File: src/design/u8cs_pkg.sv
// shared types, register codes and the code point fold tables
// used by every module of the utf-8 to caps ascii sanitizer
package u8cs_pkg;

  typedef struct packed {
    logic [7:0] text_byte;
    logic       end_of_message;
  } in_item_t;

  typedef struct packed {
    logic [6:0] out_char;
    logic       is_end;
    logic [7:0] char_count;
  } out_item_t;

  // one queued work unit: up to two folded characters, then maybe an end marker
  typedef struct packed {
    logic [6:0] c0;
    logic [6:0] c1;
    logic       is_end;
  } work_t;

  localparam int unsigned CpW = 21;

  // configuration register indexes
  localparam logic CFG_MAX_WORD_RUN = 1'b0;
  localparam logic CFG_MAX_CHARS    = 1'b1;

  localparam logic [5:0] MAX_WORD_RUN_RST = 6'd18;
  localparam logic [7:0] MAX_CHARS_RST    = 8'd199;

  localparam logic [6:0] CHAR_NONE  = 7'h00;
  localparam logic [6:0] CHAR_SPACE = 7'h20;

  // u+00c0 .. u+00ff, first character in the top byte
  localparam logic [64*8-1:0] LATIN1_STR =
    {"AAAAAAACEEEEIIII", "DNOOOOOxOUUUUYPS", "AAAAAAACEEEEIIII", "DNOOOOOxOUUUUYPY"};

  // u+0100 .. u+017f
  localparam logic [128*8-1:0] LATIN_EXT_A_STR =
    {"AAAAAACCCCCCCCDD", "DDEEEEEEEEEEGGGG", "GGGGHHHHIIIIIIII", "IIIIJJKKKLLLLLLL",
     "LLLNNNNNNNNNOOOO", "OOOORRRRRRSSSSSS", "SSTTTTTTUUUUUUUU", "UUUUWWYYYZZZZZZS"};

  // fold a code point to upper-case printable ascii, zero when dropped
  function automatic logic [6:0] fold_cp(logic [CpW-1:0] cp);
    logic [7:0] ch;
    ch = 8'h00;
    if (cp >= 21'h20 && cp <= 21'h7E) begin
      ch = {1'b0, cp[6:0]};
    end else if (cp >= 21'hC0 && cp <= 21'hFF) begin
      ch = LATIN1_STR[{~cp[5:0], 3'b000} +: 8];
    end else if (cp >= 21'h100 && cp <= 21'h17F) begin
      ch = LATIN_EXT_A_STR[{~cp[6:0], 3'b000} +: 8];
    end else begin
      case (cp)
        21'h2018, 21'h2019: ch = 8'h27;
        21'h201C, 21'h201D: ch = 8'h22;
        21'h2013, 21'h2014: ch = 8'h2D;
        21'h2026:           ch = 8'h2E;
        21'h00A0:           ch = 8'h20;
        default:            ch = 8'h00;
      endcase
    end
    if (ch >= 8'h61 && ch <= 8'h7A) begin
      ch = ch - 8'h20;
    end
    return ch[6:0];
  endfunction

endpackage

File: src/design/u8cs_front.sv
// front end: utf-8 sequence decode and code point fold
// depends on u8cs_pkg
module u8cs_front (
  input  logic               clk_i,
  input  logic               rst_ni,
  input  logic               in_valid_i,
  input  logic               in_ready_i,
  input  u8cs_pkg::in_item_t in_data_i,
  output logic               push_o,
  output u8cs_pkg::work_t    work_o
);
  import u8cs_pkg::*;

  logic [CpW-1:0] part_q, part_d;
  logic [1:0]     cont_q, cont_d;
  logic [CpW-1:0] shifted;
  logic [7:0]     b;
  logic           accept;
  work_t          work;

  assign accept = in_valid_i && in_ready_i;
  assign b      = in_data_i.text_byte;
  assign shifted = {part_q[CpW-7:0], b[5:0]};

  always_comb begin
    work   = '0;
    part_d = part_q;
    cont_d = cont_q;
    if (in_data_i.end_of_message) begin
      if (cont_q != 2'd0) begin
        work.c0 = fold_cp(part_q);
      end
      work.is_end = 1'b1;
      part_d = '0;
      cont_d = 2'd0;
    end else if (cont_q != 2'd0 && b[7:6] == 2'b10) begin
      cont_d = cont_q - 2'd1;
      if (cont_q == 2'd1) begin
        work.c0 = fold_cp(shifted);
        part_d  = '0;
      end else begin
        part_d = shifted;
      end
    end else begin
      // cut-short sequence folds what it has gathered
      if (cont_q != 2'd0) begin
        work.c0 = fold_cp(part_q);
        part_d  = '0;
        cont_d  = 2'd0;
      end
      if (!b[7]) begin
        work.c1 = fold_cp({13'd0, b});
      end else if (b[7:5] == 3'b110) begin
        part_d = {16'd0, b[4:0]};
        cont_d = 2'd1;
      end else if (b[7:4] == 4'b1110) begin
        part_d = {17'd0, b[3:0]};
        cont_d = 2'd2;
      end else if (b[7:3] == 5'b11110) begin
        part_d = {18'd0, b[2:0]};
        cont_d = 2'd3;
      end
    end
  end

  assign push_o = accept && (work.c0 != CHAR_NONE || work.c1 != CHAR_NONE || work.is_end);
  assign work_o = work;

  always_ff @(posedge clk_i or negedge rst_ni) begin
    if (!rst_ni) begin
      part_q <= '0;
      cont_q <= 2'd0;
    end else if (accept) begin
      part_q <= part_d;
      cont_q <= cont_d;
    end
  end

endmodule

File: src/design/u8cs_queue.sv
// small fifo of work units between front and back end
// depends on u8cs_pkg
module u8cs_queue #(
  parameter int unsigned Depth = 4
) (
  input  logic            clk_i,
  input  logic            rst_ni,
  input  logic            push_i,
  input  u8cs_pkg::work_t push_data_i,
  output logic            full_o,
  input  logic            pop_i,
  output logic            head_valid_o,
  output u8cs_pkg::work_t head_o
);
  import u8cs_pkg::*;

  localparam int unsigned PtrW = (Depth > 1) ? $clog2(Depth) : 1;
  localparam int unsigned CntW = $clog2(Depth + 1);
  localparam logic [PtrW-1:0] LastPtr = PtrW'(Depth - 1);
  localparam logic [CntW-1:0] FullCnt = CntW'(Depth);

  work_t           mem_q [Depth];
  logic [PtrW-1:0] wr_ptr_q, rd_ptr_q;
  logic [CntW-1:0] cnt_q;
  logic            do_push, do_pop;

  assign full_o       = (cnt_q == FullCnt);
  assign head_valid_o = (cnt_q != '0);
  assign head_o       = mem_q[rd_ptr_q];
  assign do_push      = push_i && !full_o;
  assign do_pop       = pop_i && head_valid_o;

  always_ff @(posedge clk_i) begin
    if (do_push) begin
      mem_q[wr_ptr_q] <= push_data_i;
    end
  end

  always_ff @(posedge clk_i or negedge rst_ni) begin
    if (!rst_ni) begin
      wr_ptr_q <= '0;
      rd_ptr_q <= '0;
      cnt_q    <= '0;
    end else begin
      if (do_push) begin
        wr_ptr_q <= (wr_ptr_q == LastPtr) ? '0 : wr_ptr_q + PtrW'(1);
      end
      if (do_pop) begin
        rd_ptr_q <= (rd_ptr_q == LastPtr) ? '0 : rd_ptr_q + PtrW'(1);
      end
      if (do_push && !do_pop) begin
        cnt_q <= cnt_q + CntW'(1);
      end else if (!do_push && do_pop) begin
        cnt_q <= cnt_q - CntW'(1);
      end
    end
  end

endmodule

File: src/design/u8cs_back.sv
// back end: word-break insertion, character cap, end marker, output register
// depends on u8cs_pkg
module u8cs_back (
  input  logic                clk_i,
  input  logic                rst_ni,
  input  logic [5:0]          max_word_run_i,
  input  logic [7:0]          max_chars_i,
  input  logic                head_valid_i,
  input  u8cs_pkg::work_t     head_i,
  output logic                pop_o,
  output logic                out_valid_o,
  input  logic                out_ready_i,
  output u8cs_pkg::out_item_t out_data_o
);
  import u8cs_pkg::*;

  logic [2:0] done_q, done_d;
  logic [2:0] present, remaining, slot_bit, new_done;
  logic       sp_done_q, sp_done_d;
  logic [5:0] word_run_q, word_run_d;
  logic [7:0] count_q, count_d, count_inc;
  logic       out_valid_q, out_valid_d;
  out_item_t  out_data_q, out_data_d;
  logic       can_emit, step, emit, finish;
  logic [6:0] ch;
  out_item_t  res;

  assign can_emit  = !out_valid_q || out_ready_i;
  assign step      = head_valid_i && can_emit;
  assign present   = {head_i.is_end, head_i.c1 != CHAR_NONE, head_i.c0 != CHAR_NONE};
  assign remaining = present & ~done_q;
  assign count_inc = count_q + 8'd1;

  always_comb begin
    // slots run in order: sequence fold, then new byte, then end marker
    if (remaining[0]) begin
      slot_bit = 3'b001;
    end else if (remaining[1]) begin
      slot_bit = 3'b010;
    end else begin
      slot_bit = 3'b100;
    end
    ch = slot_bit[0] ? head_i.c0 : head_i.c1;

    emit       = 1'b0;
    finish     = 1'b0;
    res        = '0;
    word_run_d = word_run_q;
    count_d    = count_q;
    sp_done_d  = sp_done_q;

    if (slot_bit[2]) begin
      emit           = 1'b1;
      finish         = 1'b1;
      res.is_end     = 1'b1;
      res.char_count = count_q;
      word_run_d     = '0;
      count_d        = '0;
      sp_done_d      = 1'b0;
    end else if (count_q >= max_chars_i) begin
      finish    = 1'b1;
      sp_done_d = 1'b0;
    end else if (ch == CHAR_SPACE) begin
      emit         = 1'b1;
      finish       = 1'b1;
      res.out_char = CHAR_SPACE;
      word_run_d   = '0;
      count_d      = count_inc;
      sp_done_d    = 1'b0;
    end else if (!sp_done_q && word_run_q >= max_word_run_i) begin
      // forced space first; char itself goes next beat unless the cap is hit
      emit         = 1'b1;
      res.out_char = CHAR_SPACE;
      word_run_d   = '0;
      count_d      = count_inc;
      if (count_inc >= max_chars_i) begin
        finish    = 1'b1;
        sp_done_d = 1'b0;
      end else begin
        sp_done_d = 1'b1;
      end
    end else begin
      emit         = 1'b1;
      finish       = 1'b1;
      res.out_char = ch;
      word_run_d   = word_run_q + 6'd1;
      count_d      = count_inc;
      sp_done_d    = 1'b0;
    end

    new_done = done_q | (finish ? slot_bit : 3'b000);
    pop_o    = step && finish && ((present & ~new_done) == 3'b000);
    done_d   = pop_o ? 3'b000 : new_done;

    out_valid_d = out_valid_q;
    out_data_d  = out_data_q;
    if (can_emit) begin
      out_valid_d = step && emit;
      out_data_d  = res;
    end
  end

  always_ff @(posedge clk_i or negedge rst_ni) begin
    if (!rst_ni) begin
      done_q      <= 3'b000;
      sp_done_q   <= 1'b0;
      word_run_q  <= '0;
      count_q     <= '0;
      out_valid_q <= 1'b0;
    end else begin
      out_valid_q <= out_valid_d;
      if (step) begin
        done_q     <= done_d;
        sp_done_q  <= sp_done_d;
        word_run_q <= word_run_d;
        count_q    <= count_d;
      end
    end
  end

  always_ff @(posedge clk_i) begin
    out_data_q <= out_data_d;
  end

  assign out_valid_o = out_valid_q;
  assign out_data_o  = out_data_q;

endmodule

File: src/design/utf8_to_caps_ascii_sanitizer.sv
// top level of the utf-8 to caps ascii sanitizer: config registers and wiring
// depends on u8cs_pkg, u8cs_front, u8cs_queue, u8cs_back
//
//  channel | direction | handshake                    | beat
//  --------+-----------+------------------------------+----------------------------------
//  in      | input     | in_valid_i / in_ready_o      | text_byte, end_of_message
//  out     | output    | out_valid_o / out_ready_i    | out_char, is_end, char_count
//  cfg     | input     | cfg_we_i (no wait)           | cfg_idx_i, cfg_data_i
//
// one input beat per cycle while the queue has room; each queued character or end marker,
// even one dropped at the cap, and each forced space takes a back-end step of its own, and
// the back end does not step while the output is stalled; a byte that folds to nothing
// is never queued
// an input beat reaches the output through the queue, then the output register
// in_ready_o drops only when the QueueDepth-entry queue is full
// reset sets max_word_run to 18 and max_chars to 199 and clears all message state
module utf8_to_caps_ascii_sanitizer #(
  parameter int unsigned QueueDepth = 4
) (
  input  logic                clk_i,
  input  logic                rst_ni,
  input  logic                in_valid_i,
  output logic                in_ready_o,
  input  u8cs_pkg::in_item_t  in_data_i,
  output logic                out_valid_o,
  input  logic                out_ready_i,
  output u8cs_pkg::out_item_t out_data_o,
  input  logic                cfg_we_i,
  input  logic                cfg_idx_i,
  input  logic [7:0]          cfg_data_i
);
  import u8cs_pkg::*;

  logic [5:0] max_word_run_q;
  logic [7:0] max_chars_q;

  // queue link
  logic  push, full, pop, head_valid;
  work_t push_work, head_work;

  // config registers, to be written only while the block is idle; the block does not enforce this
  always_ff @(posedge clk_i or negedge rst_ni) begin
    if (!rst_ni) begin
      max_word_run_q <= MAX_WORD_RUN_RST;
      max_chars_q    <= MAX_CHARS_RST;
    end else if (cfg_we_i) begin
      unique case (cfg_idx_i)
        CFG_MAX_WORD_RUN: max_word_run_q <= cfg_data_i[5:0];
        CFG_MAX_CHARS:    max_chars_q    <= cfg_data_i;
        default: ;
      endcase
    end
  end

  // accept while the queue has a free slot
  assign in_ready_o = !full;

  // decode and fold each byte
  u8cs_front u_front (
    .clk_i      (clk_i),
    .rst_ni     (rst_ni),
    .in_valid_i (in_valid_i),
    .in_ready_i (in_ready_o),
    .in_data_i  (in_data_i),
    .push_o     (push),
    .work_o     (push_work)
  );

  // decouples decode from output backpressure
  u8cs_queue #(
    .Depth (QueueDepth)
  ) u_queue (
    .clk_i        (clk_i),
    .rst_ni       (rst_ni),
    .push_i       (push),
    .push_data_i  (push_work),
    .full_o       (full),
    .pop_i        (pop),
    .head_valid_o (head_valid),
    .head_o       (head_work)
  );

  // word breaks, cap, end marker and the output register
  u8cs_back u_back (
    .clk_i          (clk_i),
    .rst_ni         (rst_ni),
    .max_word_run_i (max_word_run_q),
    .max_chars_i    (max_chars_q),
    .head_valid_i   (head_valid),
    .head_i         (head_work),
    .pop_o          (pop),
    .out_valid_o    (out_valid_o),
    .out_ready_i    (out_ready_i),
    .out_data_o     (out_data_o)
  );

endmodule

File: config.mk
export PLATFORM = sky130hd
export DESIGN_NAME = utf8_to_caps_ascii_sanitizer
export DESIGN_NICKNAME = d
export VERILOG_FILES = /design/src/design/u8cs_pkg.sv /design/src/design/u8cs_front.sv /design/src/design/u8cs_queue.sv /design/src/design/u8cs_back.sv /design/src/design/utf8_to_caps_ascii_sanitizer.sv
export SDC_FILE = /design/constraint.sdc
export NUM_CORES = 1
export LEC_CHECK = 0
export BUFFER_PORTS_ARGS = -buffer_cell sky130_fd_sc_hd__clkbuf_2
export CAP_MARGIN = 10
export CORE_ASPECT_RATIO = 0.5
export CORE_UTILIZATION = 60
export DETAILED_ROUTE_END_ITERATION = 8
export GPL_TIMING_DRIVEN = 0
export HOLD_SLACK_MARGIN = 0.02
export PLACE_DENSITY = 0.81
export SYNTH_ARGS = -nofsm -noshare
export SYNTH_HDL_FRONTEND = slang
export SYNTH_SLANG_ARGS = --single-unit
File: constraint.sdc
create_clock -name clk_i -period 7.6 [get_ports clk_i]
set_input_delay 0.76 -clock clk_i [delete_from_list [all_inputs] [get_ports clk_i]]
set_output_delay 0.76 -clock clk_i [all_outputs]
set_load 0.02 [all_outputs]
After elaboration in Yosys (flattened, before gate mapping)
Memory sizes are Yosys's and may differ from the RTL's. Index checks and enable logic that the tools add are counted.

Memories: 1. Register bits: 79. Output and inout bits: 18. RAM bits: 60. Bits of input ports: 23. ROM bits: 0. Bits in latches: 0. Logic and storage cells: 226.

Mux-type cells: 81. Reduce and logical (&&, ||, !) cells: 50. $mul: 0. Equality and inequality tests: 27. Shift-type cells: 4. Bitwise operators: 10. Order comparisons: 26. Add/subtract/negate cells: 11. Div/mod/pow operators: 0.

Memory list: u_queue.mem_q (words 4, width 15, read ports 1, clocked after memory_dff 0, write ports 1, RTL line u8cs_queue.sv:22) `work_t mem_q [Depth];`.

Operator list (count): $shiftx 1024x11->8 const A (2); $shiftx 512x10->8 const A (2); $eq 21x14->1 const B (14); $mux 21 (8); $mux 8 (20); $mux 7 (13); $pmux 6 s5 (2); $eq 21x8->1 const B (2); $ge 21x6->1 const B (2); $ge 21x8->1 const B (2); $ge 21x9->1 const B (2); $le 21x7->1 const B (2); $le 21x8->1 const B (2); $le 21x9->1 const B (2); $mux 6 (7); $le 8x7->1 const B (5); $ge 8x7->1 const B (4); $reduce_bool 7->1 (4); $sub 7x6->7 const B (4); $logic_and 1x1->1 (23); $mux 2 (9); $mux 3 (6); $ge 8x8->1 (2); $mux 1 (15); 34 further kinds (55).

Depth between registers and ports, before layout
Depth in word-level cells: 24. Gate-level depth with buffers: 19. Mapped depth without buffers: 18.

Cells and area by module
Synthesis repeated with hierarchy kept, for this count alone.

Cell total of the unflattened synthesis: 890. Area, all modules: 9121.2 um^2.

By module, submodules not included: u8cs_front (area each 3616.0 um^2, sequential area each 575.6 um^2, cells an instance 517, times used 1); u8cs_queue (area each 2673.8 um^2, sequential area each 1976.9 um^2, cells an instance 116, times used 1); u8cs_back (area each 2257.2 um^2, sequential area each 955.9 um^2, cells an instance 225, times used 1); utf8_to_caps_ascii_sanitizer (area each 574.3 um^2, sequential area each 359.1 um^2, cells an instance 32, times used 1).

Worst setup path before layout
No wires, ideal clock.

Kind: in2reg. Start point: input in_data_i[4] in the netlist's numbering. End point: register u_queue.cnt_q[1]. Setup slack: 3.558 ns. Data required time: 7.475 ns. Stages on the path: 16. Library setup time: 0.125 ns. Path buffers: 4. Arrival time: 3.917 ns. Path through: buf_2 -> buf_2 -> buf_2 -> clkbuf_1 -> nor2_1 -> a41oi_1 -> o21bai_1 -> a21oi_1 -> o21ai_0 -> and3_1 -> o31ai_1 -> a31oi_4 -> ha_1 -> inv_1 -> fa_1 -> mux2_2.

Cells in the longest elaborated chain, start to end: 23. Elaborated cells on any way between the ends: 69. Classes of those cells: add/sub (2); order compare (13); eq/ne (9); shift (2); mux (22); bitwise (2); reduce/logical (19).

RTL lines: from (decl) (RTL line utf8_to_caps_ascii_sanitizer.sv:24) `input u8cs_pkg::in_item_t in_data_i,`; parallel branches: the longest is 16 deep, another holds $ge 8x7->1; $logic_or 1x1->1 * (2 in a row) (RTL line u8cs_front.sv:66) `assign push_o = accept && (work.c0 != CHAR_NONE || work.c1 != CHAR_NONE || work.is_end);`; $logic_and 1x1->1 * (RTL line u8cs_front.sv:66); $logic_and 1x1->1 * (RTL line u8cs_queue.sv:30) `assign do_push = push_i && !full_o;`; net u_queue.do_push (RTL line u8cs_queue.sv:25) `logic do_push, do_pop;`; $logic_not 1->1 (RTL line u8cs_queue.sv:53) `end else if (!do_push && do_pop) begin`; $logic_and 1x1->1 (RTL line u8cs_queue.sv:53); $reduce_bool 2->1 (no line); to (signal assigned) (RTL line u8cs_queue.sv:52) `cnt_q <= cnt_q + CntW'(1);`; to (signal assigned) (RTL line u8cs_queue.sv:54) `cnt_q <= cnt_q - CntW'(1);`; to (decl) (RTL line u8cs_queue.sv:24) `logic [CntW-1:0] cnt_q;`.

Mark *: on every way through the listed nets, which the timed path passes. The select of a mux whose other input is x is not followed. A chain may end at the register's enable or synchronous reset.

Worst setup path after layout
Start point: register u_front.part_q[0]. End point: register u_queue.cnt_q[2].

Cells in the longest elaborated chain, start to end: 23. Elaborated cells on any way between the ends: 91. Classes of those cells: add/sub (3); order compare (18); eq/ne (16); shift (3); mux (24); bitwise (3); reduce/logical (24).

RTL lines: from (decl) (RTL line u8cs_front.sv:14) `logic [CpW-1:0] part_q, part_d;`; from (signal assigned) (RTL line u8cs_front.sv:74) `part_q <= part_d;`; parallel branches: the longest is 14 deep, another holds $ge 8x7->1; $mux 7 * (RTL line u8cs_front.sv:29) `if (in_data_i.end_of_message) begin`; $reduce_bool 7->1 * (RTL line u8cs_front.sv:66); $logic_or 1x1->1 * (2 in a row) (RTL line u8cs_front.sv:66); $logic_and 1x1->1 * (RTL line u8cs_front.sv:66); $logic_and 1x1->1 * (RTL line u8cs_queue.sv:30); net u_queue.do_push (RTL line u8cs_queue.sv:25); $logic_not 1->1 (RTL line u8cs_queue.sv:53); $logic_and 1x1->1 (RTL line u8cs_queue.sv:53); $reduce_bool 2->1 (no line).

Marks and branches as above.

==> run_results.csv <==
group,metric,value,unit
power_and_ir_drop,power,3.26,mW
worst_setup_path,critPathLaunchType,"flip-flop",
synthesis,synth_fa_ha_area_frac,0.0455,
grt,grt_pass1_vias,8197,
synthesis,yosys.area_share.simple,0.220,
timing,fin_crit_sh,0.658,
clock_tree,cts_resized,0,
synthesis,synth_compound_area_frac,0.208,
finish,fill_cells,1124,
timing,tightest_slew,0.938,ns
synthesis,synth.top_cell.area_share,0.241,
synthesis,async_reset_ff_frac,0.453,
clock_tree,htreeDepth,4,
outcome,run_status,"finished, violations left",
clock_tree,cts_buffers,17,
routing,antenna_left,0,
finish,utilization,0.682,
timing,timing.final.crit_period,5.00,ns
clock_tree,clkSinkCount,139,
grt,antenna_found_initial,0,
synthesis,synth_area,0.00947,sq mm
clock_tree,clock_latency,0.41,ns
finish,antenna_cells,0,
floorplanning,start_util,0.614,
finish,area.growth.synth_to_final,11.1,%
timing,finalSetupTns,0,ns
synthesis,yosys.area.top_type,"edfxtp_1",
finish,layout.cells.non_filler,1251,
floorplanning,floorplan.rows,32,
finish,seq_area,0.00387,sq mm
synthesis,ys.flop_type,"edfxtp_1",
worst_setup_path,worstSetupPathType,"reg2reg",
power_and_ir_drop,powerDensity,310,mW/mm^2
power_and_ir_drop,irDropWorstVdd,0.247,mV
routing,via_per_inst,6.96,
synthesis,synth_cell_type_count,91,
clock_tree,cts_tree,"yes",
floorplanning,die_height,90.8,um
timing,rsz0062_at_grt,"false",
finish,nNetsFinal,1090,
finish,multi_input_area,0.00519,sq mm
clock_tree,cts_setup_buffers,0,
timing,finalSetupViolCount,0,
worst_setup_path,critPathRequiredTime,7.93,ns
routing,dr.pass1.iters,8,
routing,finalWirelength,28700,um
clock_tree,hold_buffers,0,
synthesis,yosysSeqAreaShare,0.409,
synthesis,synth_fp_nets,1032,
power_and_ir_drop,p_leak,4.20,nW
min_path,hp-class,"in2async",
placed_design,finalWeightedCongestion,1.00,
timing,hold_viol,0,
synthesis,synth_top_family_by_area,"simple AND/OR/NAND/NOR gates",
routing,drtIter0Drc,1215,
grt,grt_pass1_wl,45300,um
outcome,violations,"design-rule violations",
synthesis,synth_enable_flop_cells,76,
synthesis,synth_xor_xnor_area_share,0.0111,
routing,routedWlPerCell,23.0,um
placed_design,place_hpwl,20300,um
synthesis,netlist_instances,976,
worst_setup_path,cp-end-kind,"flip-flop",
clock_tree,cts_root_buffer,"clkbuf_16",
floorplanning,die_x,180,um
synthesis,ys_ff_latch,139,
worst_setup_path,cp_max_fo,10,
synthesis,synthMuxAreaShare,0.0638,
floorplanning,core_area,0.0154,sq mm
floorplanning,io-pin-count,41,
clock_tree,cts_buffer_depth,2,
synthesis,synth.area.top_cells,"edfxtp_1, dfrtp_1, ha_1",
finish,drive_gt1_frac,0.153,
grt,grt_util_all_layers,0.356,
timing,relSlewSlack,0.369,
placed_design,placedCellCount,1219,
clock_tree,clkTransAtPathRegs,0.06,ns
timing,fmax,200,MHz
floorplanning,die_area,0.0163,sq mm
synthesis,yosysWarnings,0,
timing,fin_skew,0.0184,ns
grt,grt_overflow_total,0,
worst_setup_path,arrival,5.33,ns
placed_design,port_buffers,39,
run,maxCapViolations,0,
synthesis,syn_area_per_cell,9.70,sq um
routing,drc,7,
routing,num_vias,8710,
timing,slew_viol_final,0,
grt,grt_start_max_net_pins,64,
synthesized netlist by cell type (7+ instances only):
| library cell | count |
|---|---|
| nor3_1 | 28 |
| a22o_1 | 27 |
| nand2b_1 | 24 |
| nor2_1 | 70 |
| and2_1 | 17 |
| buf_2 | 25 |
| ha_1 | 32 |
| nand3_1 | 30 |
| a21o_1 | 11 |
| o32ai_1 | 9 |
| mux2_2 | 13 |
| or3_1 | 13 |
| mux4_2 | 15 |
| a31oi_1 | 10 |
| a21oi_1 | 55 |
| clkbuf_1 | 34 |
| a311oi_1 | 7 |
| nor4_1 | 10 |
| and3_1 | 17 |
| edfxtp_1 | 76 |
| nand2_1 | 70 |
| mux2i_1 | 9 |
| inv_1 | 34 |
| dfstp_2 | 7 |
| o21ai_0 | 67 |
| o31ai_1 | 9 |
| a211oi_1 | 8 |
| nor2b_1 | 13 |
| nand4_1 | 11 |
| dfrtp_1 | 56 |
| nor4b_1 | 8 |
| buf_1 | 7 |
| or4_1 | 8 |
kinds of logic (layout without fill, tap and decap cells):
group	count (synthesis)	in the layout
adder cells (fa/ha/maj)	34	34
XOR/XNOR	12	12
AO/OA/AOI/OAI	283	283
AND/OR/NAND/NOR	368	368
buffers and inverters	101	172
flip-flops	139	139
multiplexers	39	39
layout by cell type (no fill, tap or decap), types with 10 or more instances in the layout:
cell type	n
clkbuf_16	17
a21oi_1	55
nand2b_1	24
nor3_1	28
and3_1	17
nor2b_1	13
edfxtp_1	76
o21ai_0	67
buf_2	25
mux2_2	13
clkbuf_2	38
dfrtp_1	56
and2_1	17
clkbuf_1	37
ha_1	32
a31oi_1	10
inv_1	34
nand3_1	30
nand2_1	70
nor4_1	10
nand4_1	11
nor2_1	70
a22o_1	27
mux4_2	15
or3_1	13
a21o_1	11
per-layer routing:
layer	track usage	wire length, um	up-vias
met5	0	0	-
met3	0.0645	2980	48
met2	0.571	13000	601
met4	0.0941	487	0
li1	-	-	3874
met1	0.499	12300	4187
worst max-delay path, stage by stage (launching register included):
cell and delay [ns]:
dfrtp_1 0.32, clkbuf_1 0.43, buf_2 0.34, buf_1 0.48, clkbuf_1 0.57, o21ai_0 0.18, nand3_1 0.20, o211ai_1 0.19
o21ai_0 0.21, a31oi_1 0.19, and4b_1 0.28, a31oi_4 0.41, ha_1 0.26, inv_1 0.06, fa_1 0.37, xor2_1 0.17
nor2_1 0.11, xor2_1 0.15
flip-flops by register name, indices dropped and copies added, names as in the netlist, 3 cells and up:
name and count:
u_queue.mem_q 60, u_front.part_q 21, u_back.out_data_o 16, max_chars_q 8, u_back.count_q 8, max_word_run_q 6, u_back.word_run_q 6, u_back.done_q 3
u_queue.cnt_q 3
where the power goes:
| group | internal (mW) | switching (mW) | total, mW |
|---|---|---|---|
| Combinational | 0.493 | 0.818 | 1.31 |
| Sequential | 0.990 | 0.114 | 1.10 |
| Clock | 0.522 | 0.322 | 0.843 |
| Total | 2.00 | 1.25 | 3.26 |
per-stage QoR:
step | hold slack [ns] | area, sq um | setup WS [ns]
3_3_place_gp | 0.474 | 9920 | 2.84
2_1_floorplan | 0.449 | 9470 | 3.56
3_5_place_dp | 0.487 | 9920 | 2.79
5_1_grt | 0.528 | 10500 | 2.42
4_1_cts | 0.505 | 10500 | 2.78
6_report | 0.493 | 10500 | 2.60
area by class of cell:
class | count | share of cell area
clock inverters | 12 | 0.0155
inverters | 35 | 0.0125
well taps | 204 | 0.0243
clock buffers | 20 | 0.0415
multi-input cells | 736 | 0.493
flip-flops and latches | 139 | 0.368
plain buffers | 66 | 0.0265
repair buffers | 39 | 0.0188
worst paths after layout:
| kind | slack (ns) | end | from | depth (start not counted) |
|---|---|---|---|---|
| max | 2.60 | u_queue.cnt_q[2]$_DFFE_PN0P_ | u_front.part_q[0]$_DFFE_PN0P_ | 17 |
| min | 0.49 | max_chars_q[3]$_DFFE_PN0P_ | rst_ni | 1 |
| max reg2reg | 2.60 | u_queue.cnt_q[2]$_DFFE_PN0P_ | u_front.part_q[0]$_DFFE_PN0P_ | 17 |
| min reg2reg | 0.50 | u_front.part_q[18]$_DFFE_PN0P_ | u_front.part_q[18]$_DFFE_PN0P_ | 1 |
| max in group asynchronous | 6.55 | u_queue.wr_ptr_q[0]$_DFFE_PN0P_ | rst_ni | 1 |
| min in group clk_i | 0.50 | u_front.part_q[18]$_DFFE_PN0P_ | u_front.part_q[18]$_DFFE_PN0P_ | 1 |
Power figures use the tool's default switching activity.
